### src/fpa_pkg.sv
// ----------------------------------------------------------------------------
// fpa_pkg: shared types and codes of the Q24.8 fixed-point unit
// Operation codes, status codes and the record that travels down the chain.
// ----------------------------------------------------------------------------
`default_nettype none
package fpa_pkg;

	typedef enum logic [3:0] {
		OP_ADD = 4'd0, OP_SUB = 4'd1, OP_MUL = 4'd2, OP_DIV = 4'd3,
		OP_LT = 4'd4, OP_LE = 4'd5, OP_GT = 4'd6, OP_GE = 4'd7,
		OP_EQ = 4'd8, OP_NE = 4'd9, OP_MIN = 4'd10, OP_MAX = 4'd11,
		OP_INC = 4'd12, OP_DEC = 4'd13, OP_FROM_INT = 4'd14, OP_TO_INT = 4'd15
	} fpa_op_t;

	localparam logic [1:0] ST_OK   = 2'd0;
	localparam logic [1:0] ST_OVF  = 2'd1;
	localparam logic [1:0] ST_DIV0 = 2'd2;

	// Item record carried beside the divider data.
	typedef struct packed {
		logic        vld;
		logic        is_div;
		logic        neg;
		logic [31:0] res;
		logic        flag;
		logic [1:0]  st;
	} fpa_pass_t;

endpackage
`default_nettype wire

### src/fpa_fin.sv
// ----------------------------------------------------------------------------
// fpa_fin: quotient sign and range check, result register
// Applies the quotient sign, judges overflow on the exact quotient and
// registers the finished result item.
// ----------------------------------------------------------------------------
`default_nettype none
module fpa_fin #(
	parameter int QW = 40
) (
	input  wire logic          clk,
	input  wire logic          arst_n,
	input  wire logic          en,
	input  fpa_pkg::fpa_pass_t pass_i,
	input  wire logic [QW-1:0] quot_i,
	output fpa_pkg::fpa_pass_t pass_o
);
	import fpa_pkg::*;

	localparam logic [QW-1:0] POS_MAX = QW'(32'h7FFF_FFFF);
	localparam logic [QW-1:0] NEG_MAX = QW'(32'h8000_0000);

	fpa_pass_t pass_q;
	fpa_pass_t pass_c;
	logic      ovf_c;

	always_comb begin
		pass_c = pass_i;
		ovf_c  = pass_i.neg ? (quot_i > NEG_MAX) : (quot_i > POS_MAX);
		if (pass_i.is_div) begin
			pass_c.res = pass_i.neg ? (~quot_i[31:0] + 32'd1) : quot_i[31:0];
			pass_c.st  = ovf_c ? ST_OVF : ST_OK;
		end
	end

	always_ff @(posedge clk or negedge arst_n) begin
		if (!arst_n) begin
			pass_q <= '0;
		end else if (en) begin
			pass_q <= pass_c;
		end
	end

	assign pass_o = pass_q;

endmodule
`default_nettype wire

### config.mk
export PLATFORM = sky130hd
export DESIGN_NAME = fpa_fin
export DESIGN_NICKNAME = d
export VERILOG_FILES = /design/src/fpa_pkg.sv /design/src/fpa_fin.sv
export SDC_FILE = /design/constraint.sdc
export NUM_CORES = 1
export LEC_CHECK = 0
export ABC_AREA = 1
export BUFFER_PORTS_ARGS = -buffer_cell sky130_fd_sc_hd__buf_2
export CAP_MARGIN = 25
export CORE_AREA = 3 3 82 84
export CTS_CLUSTER_SIZE = 40
export DETAILED_ROUTE_END_ITERATION = 10
export DIE_AREA = 0 0 85 87
export PLACE_DENSITY_LB_ADDON = 0.25
export SLEW_MARGIN = 20
export SYNTH_ARGS = -nofsm -noshare
export SYNTH_HDL_FRONTEND = slang
export SYNTH_SLANG_ARGS = --single-unit
### constraint.sdc
create_clock -name clk -period 0.96 [get_ports clk]
set_input_delay 0.096 -clock clk [delete_from_list [all_inputs] [get_ports clk]]
set_output_delay 0.096 -clock clk [all_outputs]
set_load 0.01 [all_outputs]
==> results by group <==
Route
  – Final routed DRC violation total: 0
  – Average wire per standard cell: 14.33 um
  – Met3 routed WL: 812 um
  – Detailed Route Iter0 Violations: 280
  – Pre-antenna DRT Iters: 5
  – Via count: 3674
  – DR top layer: met4
  – Final wirelength: 10.38 mm
  – Routed vias/inst: 5.075
  – Final ANT Viol Nets: 0
  – Metal1 wirelength: 4.584 mm
  – WL met2: 4.798 mm

Clock network
  – Root Driver: clkbuf_8
  – Clock Sinks: 38
  – Clk pin slew, worst setup/hold paths: 0.08 ns
  – CTS H-Tree Depth: 2
  – CTS tree: built
  – CTS max path bufs: 2
  – Skew-Pair Late Insertion Delay: 0.30 ns
  – Cts bufs inserted: 5

Pwr
  – Flop pwr share: 35.9%
  – P_sw: 1618 uW
  – Switching share of power: 30.99%
  – Max VDD drop: 0.001022 V
  – Pwr per Cell Area: 1163 nW/um2
  – Cell Int Power: 3603 uW
  – Clock Power Share: 33.0%
  – Comb pwr share: 31.1%
  – Leakage: 0.002425 uW

Global route
  – Wire length of the first global-routing pass: 15.86 mm
  – GRT Total Usage: 26.68%
  – Largest net degree at the start of global routing: 56
  – Antenna violations before repair: 0
  – Vias in the first global route: 3332
  – Grt total ovfl: 0

STA
  – Pins Over Slew Limit: 0
  – Least-Margin Pin Slew: 0.2810 ns
  – Period utilization: 105.1%
  – Setup TNS: -0.09975 ns
  – Final WS setup: -0.04852 ns
  – Slew HR: 81.07%
  – Hold Violations, Final: 0
  – Fmax: 0.9916 GHz
  – Period minus WS final: 1.009 ns
  – Final Skew: 0 ns
  – # setup viols final: 3
  – RSZ-0062 raised after global routing: true

Synthesis
  – Seq/Total Area, Yosys: 32.56%
  – Top_reg_cell synth: dfrtp_1
  – Commonest cells post-synth: nand2_1, nor2_1, dfrtp_1
  – Mapped Area: 2920 um2
  – Synthesis Warnings: 0
  – Area leader, netlist: dfrtp_1
  – Synth cell types: 29
  – EDFF count, synth: 0
  – Synth area leaders: dfrtp_1, nand2_1, nor2_1
  – Most common cell in the netlist: nand2_1
  – FF+latch count, synth: 38
  – Synth Net Count: 562
  – Yosys top cell area share: 32.56%
  – Avg Inst Size Synth: 6.084 um2
  – Ys async rst share: 100.0%
  – Cells after Synth: 480

Setup path
  – CP peak stage delay: 0.19 ns
  – Worst Path Max Fanout: 3
  – Critical path class: primary input to flop
  – CP Capture Type: flop
  – Worst endpoint required time: 1.16 ns
  – Crit path top cell by count: nand2_1
  – Critical Path AT: 1.21 ns
  – CP Launch Type: primary input
  – CP cell instances: buf_2 -> nor2_4 -> nand2_1 -> inv_1 -> nand2_1 -> nor2_1 -> nand2_2 -> nand3_1 -> nand3_1 -> nand2_1 -> nand2_1
  – Slowest-stage cell, CP: nor2_1

Die
  – Core Area: 5991 um2
  – # rows: 28
  – Initial core utilization: 48.75%
  – DIE AREA: 7395 um2
  – Top-Level Pins: 119
  – Die Wd: 85 um
  – Die Y: 87 um

Cells and area
  – Max reg flops: 38
  – Total Nets Final: 730
  – # diodes: 0
  – Share of cells above drive strength 1: 40.83%
  – Area growth from synthesis to layout: 53.77%

Placement
  – RePlAce Congestion: 0.9562
  – Worst Setup Slack post-DPL: -0.3812 ns
  – Hpwl dp: 7.702 mm
  – Port bufs: 118

Min path
  – HP Class: primary input to flop

Run status
  – Status: complete, but fails checks
  – Failing checks: setup timing

Run
  – Max-cap viol count: 0
-- logic make-up (layout without fill, tap and decap cells) --
family          Yosys count  after routing  synth area share (%)
compound gates           38             38                 6.641
xor+xnor                 12             12                 3.599
fa+ha+maj                 1              1                0.4284
buf+inv                  53            222                 9.254
flops                    38             38                 32.56
simple gates            338            338                 47.52
-- routing by layer --
layer  GRT usage [%]  vias up
met5               0        -
met4           7.050        0
met3           3.500       17
met2           40.61      178
met1           39.81     1665
li1                -     1814
-- final timing paths --
| check | cells after the start | to | slack, ns | startpoint |
|---|---|---|---|---|
| min in group asynchronous | 3 | pass_o[12]$_DFFE_PN0P_ | 0.29 | arst_n |
| max reg2reg | 1 | pass_o[1]$_DFFE_PN0P_ | 0.23 | pass_o[1]$_DFFE_PN0P_ |
| min reg2reg | 2 | pass_o[37]$_DFFE_PN0P_ | 0.48 | pass_o[37]$_DFFE_PN0P_ |
| max | 11 | pass_o[32]$_DFFE_PN0P_ | -0.05 | quot_i[16] |
| min | 3 | pass_o[37]$_DFFE_PN0P_ | 0.004 | pass_i[37] |
| max in group asynchronous | 3 | pass_o[24]$_DFFE_PN0P_ | 0.48 | arst_n |
-- cell type report --
class | instances | area (um2)
multi-input cells | 389 | 1972
fillers | 462 | 1500
repair buffers | 179 | 1175
flip-flops and latches | 38 | 950.9
inverters | 35 | 156.4
well taps | 75 | 93.84
clock buffers | 6 | 82.58
clock inverters | 2 | 60.06
-- through the flow --
| step | hold WS [ns] | utilization [%] | power, uW | std cells | cell area [um2] |
|---|---|---|---|---|---|
| 3_5_place_dp | 0.08160 | 66.92 | 3362 | 711 | 4009 |
| 5_1_grt | 0.02634 | 74.96 | 5479 | 724 | 4491 |
| 2_1_floorplan | -0.1996 | - | 2615 | 480 | 2993 |
| 3_3_place_gp | 0.07738 | 66.92 | 3333 | 711 | 4009 |
| 6_report | 0.003895 | 74.96 | 5222 | 724 | 4491 |
| 4_1_cts | 0.001756 | 70.61 | 5102 | 722 | 4230 |
-- power groups by stage --
stage / clock [uW] / sequential, uW / combinational (uW)
2_1_floorplan: 0 / 1980 / 631
3_3_place_gp: 0 / 1900 / 1430
3_5_place_dp: 0 / 1900 / 1460
4_1_cts: 1740 / 1870 / 1490
5_1_grt: 1800 / 1890 / 1790
6_report: 1720 / 1870 / 1630
-- cell usage in the layout (no fill, tap or decap), drive strengths merged --
cell type	instances
buf	178
clkbuf	6
ha	1
nor4	1
nand4	4
nand3	32
o21ai	16
inv	35
dlygate4sd3	1
dfrtp	38
xnor2	2
bufinv	2
a21oi	21
and2	1
a22o	1
nand2	189
xor2	10
nor2	111
-- worst max-delay path, delay by kind of cell --
kind / cells / cell delay (ns)
buffers and inverters: 2 / 0.24
and+or+nand+nor: 9 / 0.88
-- repair_timing --
item,in CTS,in global routing
hold endpoints to repair,38,0
setup endpoints to repair,7,29
cloned,0,0
hold buffers,1,0
resized for setup,12,86
setup buffers,2,2
pin swaps,5,39
No activity file was read; power rests on OpenSTA's default activity.
