**src/fpa_pkg.sv**
```systemverilog
// ----------------------------------------------------------------------------
// fpa_pkg: shared types and codes of the Q24.8 fixed-point unit
// Operation codes, status codes and the record that travels down the chain.
// ----------------------------------------------------------------------------
`default_nettype none
package fpa_pkg;

	typedef enum logic [3:0] {
		OP_ADD = 4'd0, OP_SUB = 4'd1, OP_MUL = 4'd2, OP_DIV = 4'd3,
		OP_LT = 4'd4, OP_LE = 4'd5, OP_GT = 4'd6, OP_GE = 4'd7,
		OP_EQ = 4'd8, OP_NE = 4'd9, OP_MIN = 4'd10, OP_MAX = 4'd11,
		OP_INC = 4'd12, OP_DEC = 4'd13, OP_FROM_INT = 4'd14, OP_TO_INT = 4'd15
	} fpa_op_t;

	localparam logic [1:0] ST_OK   = 2'd0;
	localparam logic [1:0] ST_OVF  = 2'd1;
	localparam logic [1:0] ST_DIV0 = 2'd2;

	// Item record carried beside the divider data.
	typedef struct packed {
		logic        vld;
		logic        is_div;
		logic        neg;
		logic [31:0] res;
		logic        flag;
		logic [1:0]  st;
	} fpa_pass_t;

endpackage
`default_nettype wire

```
**src/fpa_front.sv**
```systemverilog
// ----------------------------------------------------------------------------
// fpa_front: operand capture, multiplier and all operations but divide
// Stage one registers the operands and the product, stage two finishes all
// operations but divide and prepares the divider operands.
// ----------------------------------------------------------------------------
`default_nettype none
module fpa_front #(
	parameter int FRAC_BITS = 8,
	parameter int QW = 32 + FRAC_BITS
) (
	input  wire logic               clk,
	input  wire logic               arst_n,
	input  wire logic               en,
	input  wire logic               in_vld,
	input  wire logic [3:0]         op,
	input  wire logic signed [31:0] a,
	input  wire logic signed [31:0] b,
	output fpa_pkg::fpa_pass_t      pass_o,
	output logic [QW-1:0]           dvd_o,
	output logic [31:0]             dvs_o
);
	import fpa_pkg::*;

	localparam logic signed [31:0] RND32 = 32'((1 << FRAC_BITS) - 1);
	localparam logic signed [63:0] RND64 = 64'((1 << FRAC_BITS) - 1);

	logic               vld_s1;
	logic [3:0]         op_s1;
	logic signed [31:0] a_s1, b_s1;
	logic signed [63:0] prod_s1;

	fpa_pass_t     pass_s2;
	logic [QW-1:0] dvd_s2;
	logic [31:0]   dvs_s2;

	always_ff @(posedge clk or negedge arst_n) begin
		if (!arst_n) begin
			vld_s1 <= 1'b0;
		end else if (en) begin
			vld_s1 <= in_vld;
		end
	end

	always_ff @(posedge clk) begin
		if (en) begin
			op_s1   <= op;
			a_s1    <= a;
			b_s1    <= b;
			prod_s1 <= 64'(a) * 64'(b);
		end
	end

	logic signed [32:0]          add_c, sub_c, inc_c, dec_c;
	logic signed [63:0]          mrnd_c, msh_c;
	logic signed [31+FRAC_BITS:0] fi_c;
	logic signed [31:0]          ti_c;
	logic                        lt_c, gt_c, eq_c;
	logic [31:0]                 amag_c, bmag_c;
	fpa_pass_t                   pass_c;

	always_comb begin
		add_c  = 33'(a_s1) + 33'(b_s1);
		sub_c  = 33'(a_s1) - 33'(b_s1);
		inc_c  = 33'(a_s1) + 33'sd1;
		dec_c  = 33'(a_s1) - 33'sd1;
		// Truncation toward zero: bias negative values before the shift.
		mrnd_c = prod_s1 + (prod_s1[63] ? RND64 : 64'sd0);
		msh_c  = mrnd_c >>> FRAC_BITS;
		fi_c   = $signed({a_s1, {FRAC_BITS{1'b0}}});
		ti_c   = (a_s1 + (a_s1[31] ? RND32 : 32'sd0)) >>> FRAC_BITS;
		lt_c   = a_s1 < b_s1;
		gt_c   = a_s1 > b_s1;
		eq_c   = a_s1 == b_s1;
		amag_c = a_s1[31] ? (~a_s1 + 32'd1) : a_s1;
		bmag_c = b_s1[31] ? (~b_s1 + 32'd1) : b_s1;

		pass_c        = '0;
		pass_c.vld    = vld_s1;
		pass_c.neg    = a_s1[31] ^ b_s1[31];
		case (op_s1)
			OP_ADD: begin
				pass_c.res = add_c[31:0];
				pass_c.st  = (add_c[32] != add_c[31]) ? ST_OVF : ST_OK;
			end
			OP_SUB: begin
				pass_c.res = sub_c[31:0];
				pass_c.st  = (sub_c[32] != sub_c[31]) ? ST_OVF : ST_OK;
			end
			OP_MUL: begin
				pass_c.res = msh_c[31:0];
				pass_c.st  = (msh_c[63:31] != {33{msh_c[31]}}) ? ST_OVF : ST_OK;
			end
			OP_DIV: begin
				if (b_s1 == 32'sd0) begin
					pass_c.st = ST_DIV0;
				end else begin
					pass_c.is_div = 1'b1;
				end
			end
			OP_LT: pass_c.flag = lt_c;
			OP_LE: pass_c.flag = lt_c | eq_c;
			OP_GT: pass_c.flag = gt_c;
			OP_GE: pass_c.flag = gt_c | eq_c;
			OP_EQ: pass_c.flag = eq_c;
			OP_NE: pass_c.flag = !eq_c;
			OP_MIN: pass_c.res = lt_c ? a_s1 : b_s1;
			OP_MAX: pass_c.res = gt_c ? a_s1 : b_s1;
			OP_INC: begin
				pass_c.res = inc_c[31:0];
				pass_c.st  = (inc_c[32] != inc_c[31]) ? ST_OVF : ST_OK;
			end
			OP_DEC: begin
				pass_c.res = dec_c[31:0];
				pass_c.st  = (dec_c[32] != dec_c[31]) ? ST_OVF : ST_OK;
			end
			OP_FROM_INT: begin
				pass_c.res = fi_c[31:0];
				pass_c.st  = (fi_c[31+FRAC_BITS:31] != {(FRAC_BITS+1){fi_c[31]}})
				             ? ST_OVF : ST_OK;
			end
			OP_TO_INT: pass_c.res = ti_c;
			default: pass_c.res = '0;
		endcase
	end

	always_ff @(posedge clk or negedge arst_n) begin
		if (!arst_n) begin
			pass_s2 <= '0;
		end else if (en) begin
			pass_s2 <= pass_c;
		end
	end

	always_ff @(posedge clk) begin
		if (en) begin
			dvd_s2 <= {amag_c, {FRAC_BITS{1'b0}}};
			dvs_s2 <= bmag_c;
		end
	end

	assign pass_o = pass_s2;
	assign dvd_o  = dvd_s2;
	assign dvs_o  = dvs_s2;

endmodule
`default_nettype wire

```
**config.mk**
```make
export PLATFORM = sky130hd
export DESIGN_NAME = fpa_front
export DESIGN_NICKNAME = d
export VERILOG_FILES = /design/src/fpa_pkg.sv /design/src/fpa_front.sv
export SDC_FILE = /design/constraint.sdc
export NUM_CORES = 2
export LEC_CHECK = 0
export BUFFER_PORTS_ARGS = -buffer_cell sky130_fd_sc_hd__buf_2
export CAP_MARGIN = 10
export CORE_UTILIZATION = 40
export DETAILED_ROUTE_END_ITERATION = 8
export GPL_TIMING_DRIVEN = 0
export HOLD_SLACK_MARGIN = 0.02
export PLACE_DENSITY_LB_ADDON = 0.3
export SYNTH_ARGS = -nofsm -noshare
export SYNTH_HDL_FRONTEND = slang
export SYNTH_SLANG_ARGS = --single-unit
```
**constraint.sdc**
```tcl
create_clock -name clk -period 10.1 [get_ports clk]
set_input_delay 1.01 -clock clk [delete_from_list [all_inputs] [get_ports clk]]
set_output_delay 1.01 -clock clk [all_outputs]
set_load 0.02 [all_outputs]
```
==> impl_metrics.tcl <==
set metrics [dict create \
    die_y_um 367.8 \
    seq_area_mm2 0.006862 \
    numCtsBuffers 24 \
    clock-sinks 235 \
    drt_pre_antenna_iters 6 \
    syn_avg_cell_area_um2 9.322 \
    layout.nets 7373 \
    ys_ff_latch 235 \
    cpMostUsedCell "fa_1" \
    synth_top_area_cell "fa_1" \
    core_mm2 0.1321 \
    grt_pass1_vias 45150 \
    clk_pin_slew_ns 0.06 \
    dp_hpwl_mm 185.9 \
    synth_edf_count 196 \
    slowest_stage "clkbuf_1" \
    max_slew_margin_pct 1.639 \
    required_ns 10.42 \
    io_buffers 173 \
    grt_max_degree 128 \
    ys.flop_type "edfxtp_1" \
    synthCells 5740 \
    viasPerCell 5.677 \
    fp.dieW_um 367.8 \
    crit_type "primary input to register" \
    drv_cap 0 \
    cts_buffer_depth 3 \
    start_util_pct 40.50 \
    synthTopCellsByArea "fa_1 41%, edfxtp_1 11%, inv_1 7.5%" \
    crit_path_start_kind "primary input" \
    hold_viol_final 0 \
    seq_area_frac_synth_pct 12.82 \
    antenna_found_initial 23 \
    drtIter0Drc 4559 \
    design.portCount 182 \
    fillCellCount 13068 \
    synth.distinct_cells 103 \
    grt_overflow 0 \
    insertion_delay_ns 0.59 \
    globalRouteTotalUtil_pct 33.78 \
    critPathMaxFanout 11 \
    gp_congestion 1.041 \
    cts_max_level 1 \
    routed_wl_mm 228.1 \
    min_period_over_period_pct 97.40 \
    worstMarginPinSlew_ns 1.475 \
    finalSetupViolations 0 \
    crit_path_end_kind "register" \
    final_core_util_pct 43.49 \
    fp.dieArea_mm2 0.1352 \
    holdCritPathClass "register to register" \
    ant_nets 0 \
    wl_per_cell_um 29.47 \
    drv_slew 0 \
    synth_area_mm2 0.05351 \
    drive_gt1_share_pct 5.329 \
    max_freq_mhz 101.7 \
    synth_top_area_share_pct 40.56 \
    multi_input_area_mm2 0.04125 \
    cts_setup_buffers 0 \
    fin_skew_ns 0.03277 \
    worstPathCellList "buf_2 > clkbuf_1 > nand2_1 > fa_1 > fa_1 > fa_1 > fa_1 > inv_1 > fa_1 > fa_1 > fa_1 > fa_1 > ha_1 > a211oi_1 > nor2_1 > or3_1 > o31a_1 > o21ai_1 > a21oi_1 > o31a_1 > a221o_1 > a21oi_1 > xnor2_1" \
    rows 133 \
    drc_errors 0 \
    ys_warn_count 0 \
    critPathTopFamily "adder cells" \
    period_needed_ns 9.838 \
    num_vias 43938 \
    area_delta_synth_final_pct 7.389 \
    rsz0062_at_grt "no" \
    cts_hold_buf 0 \
    cts_resized 0 \
    cp.arrival_ns 10.16 \
    slowest_delay_ns 1.11 \
    cts_root_buf "clkbuf_16" \
    async_reset_ff_share_pct 16.60 \
    critPathBufInv 3 \
    grt_pass1_wl_mm 324.9 \
    cts_tree "yes" \
    status "complete, no violations" \
]
==> cell usage in the layout, fill, tap and decap left out, types with 14 or more instances in the layout <==
cell type     n
o31ai_1      25
and2_1      520
nand2b_1     36
a31oi_1      18
buf_2       194
o221ai_1     31
nor2b_1      15
o21bai_1     21
a21oi_1     184
o21ai_0     130
inv_1      1068
o21a_1       22
mux2i_1      44
a211oi_1     24
nand2_1     678
dfrtp_1      39
o211ai_1     17
buf_4        14
nor3_1       71
or3_1        19
nor4_1       19
xor2_1       68
a221oi_1     14
xnor2_1     193
a21o_1       45
clkbuf_1    266
diode_2      18
fa_1       1083
nand4_1      47
clkbuf_16    25
and3_1       23
edfxtp_1    196
o22ai_1      18
or4_1        14
ha_1        268
nor2_1      213
nand3_1      64
==> worst paths after layout <==
path	startpoint	to	slack (ns)	cells past startpoint
hold reg to reg	pass_o[35]	pass_o[35]	0.48	2
min in group asynchronous	arst_n	pass_o[9]	0.65	1
hold / removal	pass_o[35]	pass_o[35]	0.48	2
setup reg to reg	a_s1[0]	pass_o[26]	4.93	13
setup / recovery	a[17]	prod_s1[62]	0.26	23
max in group asynchronous	arst_n	pass_o[37]	8.69	1
==> registers in the layout, indices dropped and copies added (netlist names) <==
name and flops:
dvd_o 32, a_s1 32, dvs_o 32, pass_o 38, prod_s1 64, op_s1 4
b_s1 32, vld_s1 1
==> layout make-up <==
cell class | instances | area share, %
multi-input cells | 4120 | 71.79
inverters | 1071 | 6.996
flip-flops and latches | 235 | 11.94
well taps | 1755 | 3.821
diodes | 18 | 0.07839
clock buffers | 27 | 1.102
repair buffers | 176 | 1.605
clock inverters | 17 | 0.1873
plain buffers | 321 | 2.484
==> tightest hold or removal path, delay by kind of cell, from the launching register on <==
family,cells,cell delay (ns)
flops,1,0.34
simple gates,1,0.05
compound gates,1,0.06
==> Yosys cell counts, drive strengths merged (64+ instances only) <==
library cell	number
edfxtp	196
a21oi	184
fa	1084
nor2	214
and2	521
ha	268
xor2	68
nand2	678
xnor2	193
o21ai	138
inv	1069
nor3	75
nand3	64
clkbuf	278
==> metal layers <==
layer | vias to the layer above | track usage, % | share of wire (%)
li1 | 18351 | - | -
met1 | 22374 | 42.65 | 38
met2 | 2546 | 52.51 | 44
met3 | 653 | 8.641 | 11
met4 | 14 | 19.41 | 7.1
met5 | - | 0 | 0.046
==> per-stage QoR <==
step / hold slack, ns / setup slack, ns / setup TNS (ns) / instance area, µm² / instances
after CTS: 0.4890 / 0.03452 / 0 / 57400 / 7722
after detailed placement: 0.4724 / -0.5693 / -3.482 / 56660 / 7678
after global routing: 0.5388 / 0.1145 / 0 / 57420 / 7723
after global placement: 0.4690 / -0.5611 / -3.579 / 56600 / 7675
final: 0.4832 / 0.2625 / 0 / 57460 / 7740
after floorplan: 0.4749 / 1.747 / 0 / 53540 / 5747
==> cells by family after synthesis <==
kind of cell	synth area share, %
xor+xnor	4.272
buf+inv	10.17
mux	0.9073
fa+ha+maj	46.82
other cells	0.007008
flops	12.82
simple gates	16.51
compound gates	8.490
Power is left out: the tool's default activity adds up to more than one toggle a clock period on the data nets, which glitch-free logic cannot reach.
