**config.mk**
```make
export PLATFORM = sky130hd
export DESIGN_NAME = fpa_cell
export DESIGN_NICKNAME = d
export VERILOG_FILES = /design/src/fpa_pkg.sv /design/src/fpa_cell.sv
export SDC_FILE = /design/constraint.sdc
export NUM_CORES = 1
export LEC_CHECK = 0
export BUFFER_PORTS_ARGS = -buffer_cell sky130_fd_sc_hd__clkbuf_2
export CAP_MARGIN = 10
export CELL_PAD_IN_SITES_DETAIL_PLACEMENT = 1
export CELL_PAD_IN_SITES_GLOBAL_PLACEMENT = 1
export CORE_MARGIN = 2
export CORE_UTILIZATION = 34
export DETAILED_ROUTE_END_ITERATION = 16
export GPL_TIMING_DRIVEN = 0
export HOLD_SLACK_MARGIN = 0.1
export PLACE_DENSITY = 0.88
export SYNTH_ARGS = -nofsm -noshare
export SYNTH_HDL_FRONTEND = slang
export SYNTH_SLANG_ARGS = --single-unit
```
**constraint.sdc**
```tcl
create_clock -name clk -period 0.8 [get_ports clk]
set_input_delay 0.08 -clock clk [delete_from_list [all_inputs] [get_ports clk]]
set_output_delay 0.08 -clock clk [all_outputs]
set_load 0.005 [all_outputs]
```
**src/fpa_pkg.sv**
```systemverilog
// ----------------------------------------------------------------------------
// fpa_pkg: shared types and codes of the Q24.8 fixed-point unit
// Operation codes, status codes and the record that travels down the chain.
// ----------------------------------------------------------------------------
`default_nettype none
package fpa_pkg;

	typedef enum logic [3:0] {
		OP_ADD = 4'd0, OP_SUB = 4'd1, OP_MUL = 4'd2, OP_DIV = 4'd3,
		OP_LT = 4'd4, OP_LE = 4'd5, OP_GT = 4'd6, OP_GE = 4'd7,
		OP_EQ = 4'd8, OP_NE = 4'd9, OP_MIN = 4'd10, OP_MAX = 4'd11,
		OP_INC = 4'd12, OP_DEC = 4'd13, OP_FROM_INT = 4'd14, OP_TO_INT = 4'd15
	} fpa_op_t;

	localparam logic [1:0] ST_OK   = 2'd0;
	localparam logic [1:0] ST_OVF  = 2'd1;
	localparam logic [1:0] ST_DIV0 = 2'd2;

	// Item record carried beside the divider data.
	typedef struct packed {
		logic        vld;
		logic        is_div;
		logic        neg;
		logic [31:0] res;
		logic        flag;
		logic [1:0]  st;
	} fpa_pass_t;

endpackage
`default_nettype wire

```
**src/fpa_cell.sv**
```systemverilog
// ----------------------------------------------------------------------------
// fpa_cell: one restoring-division step
// Shifts in one dividend bit, subtracts the divisor when it fits and shifts
// the quotient bit into the freed low end of the dividend register.
// ----------------------------------------------------------------------------
`default_nettype none
module fpa_cell #(
	parameter int QW = 40
) (
	input  wire logic          clk,
	input  wire logic          arst_n,
	input  wire logic          en,
	input  fpa_pkg::fpa_pass_t pass_i,
	input  wire logic [31:0]   rem_i,
	input  wire logic [QW-1:0] dq_i,
	input  wire logic [31:0]   dvs_i,
	output fpa_pkg::fpa_pass_t pass_o,
	output logic [31:0]        rem_o,
	output logic [QW-1:0]      dq_o,
	output logic [31:0]        dvs_o
);
	import fpa_pkg::*;

	fpa_pass_t     pass_q;
	logic [31:0]   rem_q, dvs_q;
	logic [QW-1:0] dq_q;
	logic [32:0]   trial_c, diff_c;
	logic          fit_c;

	always_comb begin
		trial_c = {rem_i, dq_i[QW-1]};
		diff_c  = trial_c - {1'b0, dvs_i};
		fit_c   = !diff_c[32];
	end

	always_ff @(posedge clk or negedge arst_n) begin
		if (!arst_n) begin
			pass_q <= '0;
		end else if (en) begin
			pass_q <= pass_i;
		end
	end

	always_ff @(posedge clk) begin
		if (en) begin
			// The remainder stays below the divisor, so 32 bits hold it.
			rem_q <= fit_c ? diff_c[31:0] : trial_c[31:0];
			dq_q  <= {dq_i[QW-2:0], fit_c};
			dvs_q <= dvs_i;
		end
	end

	assign pass_o = pass_q;
	assign rem_o  = rem_q;
	assign dq_o   = dq_q;
	assign dvs_o  = dvs_q;

endmodule
`default_nettype wire

```
==> results of run 1 <==
[worst max-delay path, cell delays in order]
cell and delay (ns):
clkbuf_16 0.12, inv_12 0.03, ha_4 0.25, a21oi_4 0.14, o211ai_1 0.13, a221o_1 0.38
a211o_1 0.28, o21a_1 0.24, o211ai_4 0.22, inv_4 0.08, buf_6 0.13, buf_16 0.13
mux2_4 0.29
[registers in the layout (all words and copies together), names as in the netlist]
name and cells:
rem_o 32, dq_o 40, pass_o 38, dvs_o 32
[cell type report]
| class | count | share of cell area (%) |
|---|---|---|
| tap | 270 | 2.933 |
| inverter | 42 | 1.499 |
| clock buffer | 17 | 3.693 |
| antenna | 3 | 0.06518 |
| sequential | 142 | 35.37 |
| multi-input combinational | 341 | 25.65 |
| clock inverter | 15 | 1.282 |
| buffer | 11 | 1.108 |
| timing repair buffer | 462 | 28.41 |
[through the flow]
step / cell area, um2 / instances / setup TNS, ns / setup WS, ns
global route: 11520 / 1303 / -87.14 / -1.589
finish: 11520 / 1303 / -78.97 / -1.539
CTS: 11320 / 1290 / -79.01 / -1.540
floorplan: 7103 / 544 / -52.54 / -1.683
global placement: 8872 / 1100 / -348.88 / -2.487
detailed placement: 8881 / 1100 / -159.21 / -2.511
[cells in the mapped netlist (10+ instances only)]
cell / n
edfxtp_1: 104
nand2_1: 44
inv_1: 41
dfrtp_1: 38
mux2_2: 38
a21oi_1: 34
ha_1: 32
o21ai_0: 24
mux2_4: 18
nor2_1: 16
a21o_1: 15
xnor2_1: 14
clkbuf_1: 13
nand3_1: 11
xor2_1: 10
[power by group]
part | switching [mW] | leakage, nW | internal (mW)
clock | 3.75 | 0.277 | 4.14
sequential | 0.349 | 1.46 | 8.82
combinational | 2.91 | 3.56 | 3.10
[per-layer routing]
metal,share of wire (%),GRT usage [%],wire length (um),vias to the layer above
met2,54,49.63,15780,310
met1,37,28.04,10820,3214
li1,-,-,-,2968
met5,0,0,0,-
met3,5.9,5.932,1720,71
met4,3.7,10.77,1073,0
[path summary, 6_finish.rpt]
kind,slack (ns),endpoint,start
max,-1.54,rem_o[22],dvs_i[16]
min,-0.20,pass_o[16],arst_n
max reg2reg,-0.15,pass_o[22],pass_o[22]
min reg2reg,0.52,pass_o[25],pass_o[25]
max in group asynchronous,0.41,pass_o[2],arst_n
min in group clk,-0.01,rem_o[21],rem_i[20]
[kinds of logic after synthesis]
family / synth area share (%)
flip-flops: 58.45
AO/OA/AOI/OAI: 11.43
AND/OR/NAND/NOR: 7.432
buffers and inverters: 3.626
multiplexers: 10.02
adder cells (fa/ha/maj): 6.031
XOR/XNOR: 3.016
[repair_timing]
action                                  4_1_cts  5_1_grt
hold buffers                                126        2
hold endpoints to repair                    230      104
gates resized for setup                      63       51
setup buffers                                32       14
gates cloned                                  6        0
endpoints found under the setup margin      213      189
pin swaps                                    25       19
==> impl_metrics.toml, run 1 <==
[floorplanning]
initial_core_util_pct = 34.56
die_area_um2 = 21660
dieHeight_um = 147.2
ios = 287
core_area_um2 = 20170
fp.dieW_um = 147.2
rows = 52

[critical_path]
path_max_fanout = 5
worstSetupEndpointType = "flop"
rr_worst_depth = 2
cp.required_ns = 0.97
critPathArrivalTime_ns = 2.51
worstSetupStartpointType = "input pin"
worst-setup-path-type = "input pin to flop"

[worst_hold_path]
min-delay-path-class = "input pin to asynchronous set/reset pin"

[detailed_routing]
drt_iter0_markers = 360
antenna_left = 0
vias_per_cell = 5.037
routed_wirelength_um = 29390
wl_per_cell_um = 22.56
firstDrtPassIters = 5
vias = 6563
drc = 0

[layout]
utilization_pct = 57.11
final_common_cell = "clkbuf_2"
final_nets = 1195
seq_area_um2 = 4074
multi_input_area_um2 = 2954
fill_cells = 2129
area_growth_pct = 65.25
final_cell_mix = "277 x clkbuf_2, 128 x dlygate4sd3_1, 104 x edfxtp_1"
drive_gt1_share_pct = 46.70

[timing]
report.final.slew_viol_count = 0
finalClockSkew_ns = 0
rsz0062_at_grt = "true"
tightest_slew_ns = 0.9600
whs_ns = -0.2028
hold_viol = 44
relSlewSlack_pct = 36.00
fmax_mhz = 427.6
period_share_pct = 292.4
setup_viol = 193
min_period_ns = 2.339
setup_ws_ns = -1.539

[clock_tree]
clock_sinks = 142
root_buffer = "clkbuf_16"
cts_buffer_depth = 2
path_clk_slew_ns = 0.07
htree_levels = 4
cts_inserted_buffers = 17
clk_latency_ns = 0.42
cts_tree = "done"

[synth]
synthArstFlopShare_pct = 26.76
synth_nets = 722
synthCells = 544
ys_seq_area_share_pct = 58.45
synth_top_area_share_pct = 44.80
syn_area_um2 = 6970
yosysUniqueCellTypes = 52
ys_warn_count = 0
synthFlopType = "edfxtp_1"
synth_seq_cells = 142
synth_area_leaders = "edfxtp_1 45%, dfrtp_1 14%, mux2_2 6.1%"
synth_area_per_cell_um2 = 12.81
yosysTopAreaCell = "edfxtp_1"
synth_edf_count = 104

[power]
power_mw = 23.07
p_leak_nw = 5.296
power.density_nw_per_um2 = 2003
irDropWorstVdd_uv = 1355

[global_route]
grt_start_max_net_pins = 54
grt_pass1_vias = 7479
grt_pass1_wl_um = 43340
grt_overflow = 0
antenna_found_initial = 3
groute.usage.overall_pct = 26.24

[run]
maxCapViolCount = 0

[outcome]
violations = "negative hold slack, negative setup slack"
outcome = "complete, but fails checks"

[placed_design]
port_buffers = 286
dp_hpwl_um = 16700
gp_congestion = 0.8544
(Power assumes the default switching activity.)
==> run 2, diff against run 1 <==
- ABC_AREA: default -> 1
- ABC_CLOCK_PERIOD_IN_PS: default -> 800
- CELL_PAD_IN_SITES_DETAIL_PLACEMENT: 1 -> default
- CELL_PAD_IN_SITES_GLOBAL_PLACEMENT: 1 -> default
- CORE_UTILIZATION: 34 -> 45
==> run 2 against run 1 <==
Compared with the run above:
- the flow still finishes with violations (negative hold slack, negative setup slack)
- sequential share of layout area shrank 2.6 points
- routed wire length grew 1.5%
- maximum frequency grew 37%
- register-to-register slack is essentially flat
- global-route usage grew 4.6 points
- cell area grew 7.9%
- die area shrank 16%
- via count grew 21%
- utilization grew 18 points
- total power shrank 0.51%
- setup slack gained 0.64 ns
- area after synthesis grew 10%
- critical path type unchanged
- largest cell class unchanged
- largest power group unchanged
- highest routed layer unchanged
==> impl_metrics.toml, run 2 <==
[floorplanning]
core_area_um2 = 16640
dieHeight_um = 134.6
ios = 287
initial_core_util_pct = 46.09
rows = 47
die_area_um2 = 18110
fp.dieW_um = 134.6

[timing]
period_share_pct = 212.6
report.final.slew_viol_count = 0
relSlewSlack_pct = 37.31
whs_ns = -0.2219
fmax_mhz = 587.9
tightest_slew_ns = 0.9403
min_period_ns = 1.701
hold_viol = 38
rsz0062_at_grt = "true"
finalClockSkew_ns = 0
setup_ws_ns = -0.9011
setup_viol = 195

[layout]
final_cell_mix = "275 x clkbuf_2, 269 x nand2_1, 152 x inv_1"
final_nets = 1524
utilization_pct = 74.65
final_common_cell = "clkbuf_2"
fill_cells = 1109
area_growth_pct = 61.97
n_antenna_cell = 0
final_cell_area_um2 = 12420
largest_reg_flops = 40
drive_gt1_share_pct = 37.75

[power]
combPwrFrac_pct = 26.9
power_frac_seq_pct = 39.8
p_leak_nw = 6.394
power.density_nw_per_um2 = 1848
irDropWorstVdd_uv = 1487
switching_power_mw = 7.142
p_sw_share_pct = 31.12
internal-power_mw = 15.81
pwr-share-clk_pct = 33.3

[detailed_routing]
vias_per_cell = 5.043
routed_wirelength_um = 29850
antenna_left = 0
wl_per_cell_um = 18.90
drt_iter0_markers = 483
drc = 0
firstDrtPassIters = 5
vias = 7963

[clock_tree]
ctsHoldBuffers = 141
clk_latency_ns = 0.43
cts_inserted_buffers = 17
htree_levels = 4
cts_buffer_depth = 2
clock_sinks = 142
root_buffer = "clkbuf_16"
cts_tree = "done"
path_clk_slew_ns = 0.07

[global_route]
grt_overflow = 0
grtUsageMet1_pct = 32.02
use_met3_pct = 7.320
grt_start_max_net_pins = 63
grtUsageMet2_pct = 57.68
groute.usage.overall_pct = 30.80
antenna_found_initial = 0
grt.busiest_layer = "met2"
grt_pass1_wl_um = 42420
grt_pass1_vias = 8138

[critical_path]
crit_slowest_cell = "ha_1"
cp.required_ns = 0.98
worst-setup-path-type = "input pin to flop"
reg2reg_to = "pass_o[17]"
reg2reg_from = "pass_o[17]"
ff2ff_setup_slack_ns = -0.14
rr_worst_depth = 2
worstSetupEndpointType = "flop"
critPathArrivalTime_ns = 1.88
cpPeakStageDelay_ns = 0.36
worstPathCellList = "clkbuf_2, inv_1, ha_1, or2_1, nand3_2, nand2_2, nand2_2, nand2_2, nand2_4, nand2_4, nand2_2, nand2_8, buf_8, nand2_2, nand2_2"
path_max_fanout = 8
worstSetupStartpointType = "input pin"
path_common_cell = "nand2_2"

[synth]
synth_edf_count = 104
synth_most_common_cell = "nand2_1"
synth_area_leaders = "edfxtp_1 41%, nand2_1 16%, dfrtp_1 12%"
synthArstFlopShare_pct = 26.76
syn_area_um2 = 7670
synth_seq_cells = 142
yosys-top-cells-count = "333 x nand2_1, 155 x inv_1, 104 x edfxtp_1"
synth_area_per_cell_um2 = 8.877
synthCells = 864
synth_top_area_share_pct = 40.72
synth_nets = 1042
synthFlopType = "edfxtp_1"
ys_seq_area_share_pct = 53.12
yosysUniqueCellTypes = 28
yosysTopAreaCell = "edfxtp_1"
ys_warn_count = 0

[placed_design]
port_buffers = 286
placed_area_um2 = 9485
gp_congestion = 0.8957
dp_hpwl_um = 17940

[outcome]
outcome = "complete, but fails checks"
violations = "negative hold slack, negative setup slack"

[run]
maxCapViolCount = 0

[worst_hold_path]
min-delay-path-class = "input pin to asynchronous set/reset pin"
## run 2: final cells by class
type	count	area, um2	area share [%]
Clock inverter	14	121.4	0.9769
Multi-Input combinational cell	555	3447	27.75
Buffer	10	142.6	1.148
Timing Repair Buffer	463	3336	26.85
Sequential cell	142	4075	32.80
Inverter	157	596.8	4.804
Clock buffer	18	429.2	3.455
Tap cell	220	275.3	2.216
## run 2: stage by stage
| stage | TNS (ns) | setup WS, ns | cells | total power [mW] |
|---|---|---|---|---|
| after global routing | -67.37 | -0.9809 | 1579 | 23.85 |
| after global placement | -300.87 | -2.271 | 1370 | 13.37 |
| after detailed placement | -122.19 | -1.486 | 1371 | 13.49 |
| after CTS | -54.56 | -0.7819 | 1565 | 21.96 |
| after floorplan | -31.76 | -0.9666 | 864 | 11.47 |
| final | -60.78 | -0.9011 | 1579 | 22.95 |
## run 2: metal layers
metal  share of wire [%]  vias to the layer above
li1                    -                     3711
met5                   0                        -
met4                 5.2                        0
met2                  53                      396
met1                  35                     3745
met3                 6.6                      111
## run 2: worst max-delay path by stage
stage                   from         end  cells past startpoint
floorplan           dq_i[39]    rem_o[5]                     16
global placement          en  pass_o[11]                      4
detailed placement  dq_i[39]   rem_o[18]                     17
CTS                 dq_i[39]   rem_o[25]                     18
global route        dq_i[39]   rem_o[25]                     17
finish              dvs_i[3]   rem_o[25]                     15
## run 2: power groups by stage
stage	combinational (mW)	clock [mW]	sequential, mW
after floorplan	2.21	0	9.26
after global placement	4.20	0	9.17
after detailed placement	4.31	0	9.19
after CTS	5.36	7.55	9.04
after global routing	6.68	7.99	9.18
final	6.19	7.64	9.13
## run 2: cell families after synthesis
family	synth area share [%]
flops	53.12
simple gates	22.99
buf+inv	8.646
mux	5.579
xor+xnor	1.713
compound gates	2.480
fa+ha+maj	5.481
## run 2: critical path: cells and delay by family
kind / cells / cell delay, ns
and+or+nand+nor: 11 / 1.12
adders and majority gates: 1 / 0.36
buffers and inverters: 3 / 0.31
## run 2: repair_timing
item	in CTS	in global routing
cloned	1	4
setup buffers	20	12
pin swaps	9	32
endpoints found under the setup margin	275	193
gates resized for setup	57	105
hold endpoints to repair	221	80
